--- config.mk ---
export PLATFORM = sky130hd
export DESIGN_NAME = rgmi_ctrl
export DESIGN_NICKNAME = d
export VERILOG_FILES = /design/src/rtl/core/rgmi_pkg.sv /design/src/rtl/core/rgmi_ctrl.sv
export SDC_FILE = /design/constraint.sdc
export NUM_CORES = 1
export LEC_CHECK = 0
export BUFFER_PORTS_ARGS = -buffer_cell sky130_fd_sc_hd__buf_4
export CAP_MARGIN = 40
export CELL_PAD_IN_SITES_DETAIL_PLACEMENT = 0
export CELL_PAD_IN_SITES_GLOBAL_PLACEMENT = 2
export CORE_MARGIN = 2
export CORE_UTILIZATION = 32
export CTS_CLUSTER_SIZE = 24
export DETAILED_ROUTE_END_ITERATION = 10
export PLACE_DENSITY_LB_ADDON = 0.12
export SLEW_MARGIN = 0
export SYNTH_ARGS = -nofsm -noshare
export SYNTH_HDL_FRONTEND = slang
export SYNTH_SLANG_ARGS = --single-unit
export TNS_END_PERCENT = 20
--- constraint.sdc ---
create_clock -name aclk -period 2 [get_ports aclk]
set_input_delay 0.3 -clock aclk [delete_from_list [all_inputs] [get_ports aclk]]
set_output_delay 0.3 -clock aclk [all_outputs]
set_load 0.02 [all_outputs]
--- src/rtl/core/rgmi_pkg.sv ---
// Shared types, command codes and constants of the multilinear grid interpolator.
`timescale 1ns / 1ps

package rgmi_pkg;

    localparam int CFG_IDX_W  = 3;
    localparam int CFG_DATA_W = 5;

    localparam logic [2:0] CFG_DIMS  = 3'd0;
    localparam logic [2:0] CFG_SIZE0 = 3'd1;
    localparam logic [2:0] CFG_SIZE1 = 3'd2;
    localparam logic [2:0] CFG_SIZE2 = 3'd3;
    localparam logic [2:0] CFG_SIZE3 = 3'd4;

    localparam logic [1:0] CMD_LOAD_COORD = 2'd0;
    localparam logic [1:0] CMD_LOAD_VALUE = 2'd1;
    localparam logic [1:0] CMD_QUERY      = 2'd2;

    // The quotient of one interpolation step is clipped to this power of two.
    localparam int Q_CAP_BIT = 40;

    typedef struct packed {
        logic [1:0]         cmd;
        logic [1:0]         axis_sel;
        logic [11:0]        entry_index;
        logic signed [31:0] load_data;
        logic signed [31:0] pos0;
        logic signed [31:0] pos1;
        logic signed [31:0] pos2;
        logic signed [31:0] pos3;
    } rgmi_in_t;

    typedef struct packed {
        logic               inside_res;
        logic signed [31:0] interp_value;
    } rgmi_out_t;

    typedef enum logic [4:0] {
        OP_NONE      = 5'd0,
        OP_ACCEPT    = 5'd1,
        OP_RD_LO     = 5'd2,
        OP_RD_HI     = 5'd3,
        OP_RD_MID    = 5'd4,
        OP_CMP       = 5'd5,
        OP_AXIS_DONE = 5'd6,
        OP_STRIDE    = 5'd7,
        OP_CADDR     = 5'd8,
        OP_GVAL      = 5'd9,
        OP_PUSH      = 5'd10,
        OP_LA        = 5'd11,
        OP_LB        = 5'd12,
        OP_LC        = 5'd13,
        OP_LDONE     = 5'd14,
        OP_HIT       = 5'd15,
        OP_MISS      = 5'd16
    } rgmi_op_t;

    typedef struct packed {
        logic x_lt;
        logic x_gt;
        logic narrow;
        logic ax_last;
        logic lvl_last;
        logic cbit;
        logic lerp_done;
        logic out_free;
    } rgmi_status_t;

endpackage

--- src/rtl/core/rgmi_ctrl.sv ---
// Controller: sequences the search, the corner walk and the interpolation steps.
`timescale 1ns / 1ps

module rgmi_ctrl (
    input  logic                    aclk,
    input  logic                    aresetn,
    input  logic                    s_valid,
    input  logic [1:0]              s_cmd,
    output logic                    s_ready,
    input  rgmi_pkg::rgmi_status_t  status,
    output rgmi_pkg::rgmi_op_t      op
);

    typedef enum logic [15:0] {
        S_IDLE   = 16'h0001,
        S_RDLO   = 16'h0002,
        S_RDHI   = 16'h0004,
        S_CHKHI  = 16'h0008,
        S_LOOP   = 16'h0010,
        S_CMP    = 16'h0020,
        S_STRIDE = 16'h0040,
        S_CADDR  = 16'h0080,
        S_GRD    = 16'h0100,
        S_GVAL   = 16'h0200,
        S_CARRY  = 16'h0400,
        S_LB     = 16'h0800,
        S_LC     = 16'h1000,
        S_LWAIT  = 16'h2000,
        S_HIT    = 16'h4000,
        S_MISS   = 16'h8000
    } ctrl_state_t;

    ctrl_state_t state_reg;
    ctrl_state_t state_next;

    always_comb begin
        state_next = state_reg;
        op         = rgmi_pkg::OP_NONE;
        case (state_reg)
            S_IDLE: begin
                if (s_valid) begin
                    op = rgmi_pkg::OP_ACCEPT;
                    if (s_cmd == rgmi_pkg::CMD_QUERY) begin
                        state_next = S_RDLO;
                    end
                end
            end
            S_RDLO: begin
                op         = rgmi_pkg::OP_RD_LO;
                state_next = S_RDHI;
            end
            S_RDHI: begin
                op         = rgmi_pkg::OP_RD_HI;
                state_next = status.x_lt ? S_MISS : S_CHKHI;
            end
            S_CHKHI: begin
                state_next = status.x_gt ? S_MISS : S_LOOP;
            end
            S_LOOP: begin
                if (status.narrow) begin
                    op         = rgmi_pkg::OP_AXIS_DONE;
                    state_next = status.ax_last ? S_STRIDE : S_RDLO;
                end else begin
                    op         = rgmi_pkg::OP_RD_MID;
                    state_next = S_CMP;
                end
            end
            S_CMP: begin
                op         = rgmi_pkg::OP_CMP;
                state_next = S_LOOP;
            end
            S_STRIDE: begin
                op = rgmi_pkg::OP_STRIDE;
                if (status.lvl_last) begin
                    state_next = S_CADDR;
                end
            end
            S_CADDR: begin
                op         = rgmi_pkg::OP_CADDR;
                state_next = S_GRD;
            end
            S_GRD: begin
                state_next = S_GVAL;
            end
            S_GVAL: begin
                op         = rgmi_pkg::OP_GVAL;
                state_next = S_CARRY;
            end
            S_CARRY: begin
                if (status.cbit) begin
                    op         = rgmi_pkg::OP_LA;
                    state_next = S_LB;
                end else begin
                    op         = rgmi_pkg::OP_PUSH;
                    state_next = S_CADDR;
                end
            end
            S_LB: begin
                op         = rgmi_pkg::OP_LB;
                state_next = S_LC;
            end
            S_LC: begin
                op         = rgmi_pkg::OP_LC;
                state_next = S_LWAIT;
            end
            S_LWAIT: begin
                if (status.lerp_done) begin
                    op         = rgmi_pkg::OP_LDONE;
                    state_next = status.lvl_last ? S_HIT : S_CARRY;
                end
            end
            S_HIT: begin
                if (status.out_free) begin
                    op         = rgmi_pkg::OP_HIT;
                    state_next = S_IDLE;
                end
            end
            S_MISS: begin
                if (status.out_free) begin
                    op         = rgmi_pkg::OP_MISS;
                    state_next = S_IDLE;
                end
            end
            default: begin
                state_next = S_IDLE;
            end
        endcase
    end

    always_ff @(posedge aclk) begin
        if (!aresetn) begin
            state_reg <= S_IDLE;
        end else begin
            state_reg <= state_next;
        end
    end

    assign s_ready = (state_reg == S_IDLE);

endmodule

==> run summary <==
The min-delay analysis places its worst path in the category in -> reg. The placed instances occupy a cell area of 1590 um2. In this run the worst path has a maximum fanout of 4. The sequential cells in the finished layout cover a total of 340 um2. The worst path uses 111% of the clock period. Fill cells in the final layout number 336. VDD sags by at most 243 uV.

The die boundary height was 64.0 um. The number of register bits inferred by synthesis came out at 16. At the end of routability-driven placement, the weighted congestion stood at 0.830. The logs give 44 for the number of distinct standard cells referenced by the synthesized netlist and 159 for the post-synth net total. The tools report the highest attainable clock frequency as 451 MHz. The run gives 0.28 ns as the worst-skew pair later-pin latency. Summing all multi-input logic gate instances after layout gives 886 um2. TritonCTS built the clock tree.

Buffers placed on the I/O ports in this run total 18. The horizontal die dimension is 64.0 um. The clock arrives with 0.00598 ns of skew. For the required time reported for the critical path endpoint, the log shows 1.70 ns. Clock tree synthesis selected as its root buffer the cell sky130_fd_sc_hd__clkbuf_4. At the placement stage, the worst setup path has a slack of -0.0513 ns. The detailed-router iteration count before antenna repair is 4, and the number of max-cap violations is 0. Setup repair after global routing could not meet its margin everywhere. Number of global-route vias before repair: 1328. For the number of endpoints with negative hold slack in the final report, the log shows 0. The area of all placed cells without fillers came out at 1780 um2. The clock transition at the registers of the reported paths is 0.10 ns. The via-per-instance ratio is 5.44.

The sequential element share of the synthesized area came out at 27.8%. For the global-route wire length before repair, the log shows 6240 um. The number of flops mapped to enable cells by yosys was 0; the portion of synthesized cell area occupied by the leading cell type was 27.8%.

The number of H-tree levels came out at 1. The final reports fail on setup timing. Row generation in the floorplan step produced 21 rows. Counting flops with an async set or reset pin after synthesis yields a share of 0%. Global routing used 19.5% of the available tracks across all layers. After global routing the overflow that remains totals 0.

STA classifies the critical path startpoint as a flop. The run gives 1.92 ns as the data arrival at the endpoint of the critical path. The flow ran to the end, but the final reports show violations. Compared with the post-synthesis result, the final layout area differs by 54.6%. The average instance in the mapped netlist occupies 7.88 um2. The tools report the largest net degree at the start of global routing as 10. The routed design has 3970 um of wire. The total count of max-transition violations in the final report was 0.

The run gives 0.000760 uW as the leakage power. The total standard cell area after synthesis is 1150 um2. For this run, the leading register cell type out of synthesis is sky130_fd_sc_hd__dfxtp_1. The critical path is of the reg -> out type. The logs give 69.2% for the headroom to the max-slew limit and 2 for the deepest clock path buffer count. After synthesis, the most frequently instantiated cells are sky130_fd_sc_hd__nor2_1, sky130_fd_sc_hd__dfxtp_1, sky130_fd_sc_hd__nand2_1, sky130_fd_sc_hd__o21ai_0, sky130_fd_sc_hd__nand4_1. In this run the power density over the cells is 469 nW/um2. Of all cell types, the one taking the most synthesized area is sky130_fd_sc_hd__dfxtp_1. Setup violation total in the final timing report: 6. The tools report the number of nets in the layout as 215. For this design, the sink count on the clock tree is 16. The final critical-path required period works out to 2.22 ns. The post-detailed-route DRC marker count was 0; the wire length per cell after detailed routing was 16.1 um.

The logs give 0 for the warning count from the yosys run and 34.0% for the starting density of the core. The floorplan step defined a die boundary enclosing 4090 um2. The critical path capture point type is a primary output. The run gives 3110 um as the detailed placer's ending HPWL.

Of the cells placed in the final design, the portion with a size suffix greater than 1 is 46.5%. In this run the remaining antenna-violating nets after routing total 0. In the post-synthesis netlist, the biggest area contributors are sky130_fd_sc_hd__dfxtp_1, sky130_fd_sc_hd__nor2_1, sky130_fd_sc_hd__o21ai_0.

Yosys instantiated no cell more often than sky130_fd_sc_hd__nor2_1. 0 antenna diodes ended up in the layout. The register with the most flip-flops in the layout has 16 of them.

The tools report the routed via count as 1339. The number of top-level pins was 19; the number of DRC markers after the initial detailed-route iteration was 59. After routing, the total negative slack on setup checks comes to -0.857 ns. The design draws 834 uW.

The core region is 3390 um2. For the initial antenna violation count, the log shows 0. Counting the buffers created by CTS gives 3. At the pin with the least slew margin, the transition time is 0.451 ns.

The run gives 146 as the synthesized instance count. The setup slack of the critical path after layout is -0.219 ns.
[layout by cell type (no fill, tap or decap), types with 4 or more instances in the layout]
cell type,count
sky130_fd_sc_hd__nor4_4,5
sky130_fd_sc_hd__buf_4,57
sky130_fd_sc_hd__and2_1,5
sky130_fd_sc_hd__nand4_1,7
sky130_fd_sc_hd__inv_1,6
sky130_fd_sc_hd__dfxtp_1,8
sky130_fd_sc_hd__xor2_1,5
sky130_fd_sc_hd__nor2_1,15
sky130_fd_sc_hd__o21ai_0,9
sky130_fd_sc_hd__dfxtp_4,4
sky130_fd_sc_hd__dfxtp_2,4
sky130_fd_sc_hd__nand2_1,8
sky130_fd_sc_hd__nor3_1,5
[metal layers]
| layer | track usage [%] | up-vias | part of all wire, % |
|---|---|---|---|
| li1 | - | 653 | - |
| met1 | 24.2 | 656 | 46 |
| met2 | 35.0 | 26 | 50 |
| met3 | 2.29 | 4 | 2.8 |
| met4 | 5.71 | 0 | 1.2 |
| met5 | 0 | - | 0 |
[report_power, final]
part	switching, uW	internal [uW]	leakage (uW)
clock	102	69.8	0.0000138
combinational	166	157	0.000613
sequential	11.4	327	0.000134
[per-stage QoR]
stage	hold WS, ns	instances	utilization (%)
after floorplan	0.377	146	-
after detailed placement	0.483	240	47.0
final	0.180	246	52.5
after CTS	0.171	246	50.5
after global placement	0.475	240	47.0
after global routing	0.180	246	52.5
[worst max-delay path, cell delays in order (launching register included)]
cell and delay (ns):
sky130_fd_sc_hd__dfxtp_4 0.38, sky130_fd_sc_hd__nor4_4 0.25, sky130_fd_sc_hd__buf_4 0.19, sky130_fd_sc_hd__nand3_4 0.09, sky130_fd_sc_hd__o32ai_2 0.26, sky130_fd_sc_hd__buf_4 0.16
sky130_fd_sc_hd__nor2_1 0.05, sky130_fd_sc_hd__nand4_1 0.10, sky130_fd_sc_hd__buf_4 0.15
[cell type report]
class / count / share of cell area (%)
Sequential cell: 16 / 19.1
Timing Repair Buffer: 59 / 25.3
Clock buffer: 3 / 1.27
Multi-Input combinational cell: 116 / 49.8
Tap cell: 46 / 3.23
Inverter: 6 / 1.27
[cells by family after synthesis]
logic type	Yosys count	share of synthesized area, %
AND/OR/NAND/NOR	82	45.4
AO/OA/AOI/OAI	28	16.4
flip-flops	16	27.8
buffers and inverters	14	5.76
XOR/XNOR	6	4.57
[worst paths after layout]
kind / cells after the start / slack (ns) / startpoint / end
min: 2 / 0.18 / status[5] / state_reg[5]
max reg2reg: 6 / -0.01 / state_reg[7] / state_reg[9]
max: 8 / -0.22 / state_reg[7] / op[1]
min reg2reg: 2 / 0.53 / state_reg[5] / state_reg[4]
[what timing repair did]
item                                    4_1_cts  5_1_grt
buffers inserted                              3        0
gates resized for setup                      21       15
pin swaps                                    10        3
hold buffers                                  0        0
endpoints found under the setup margin        7       15
Note: power is estimated with default switching activity, not from simulation.
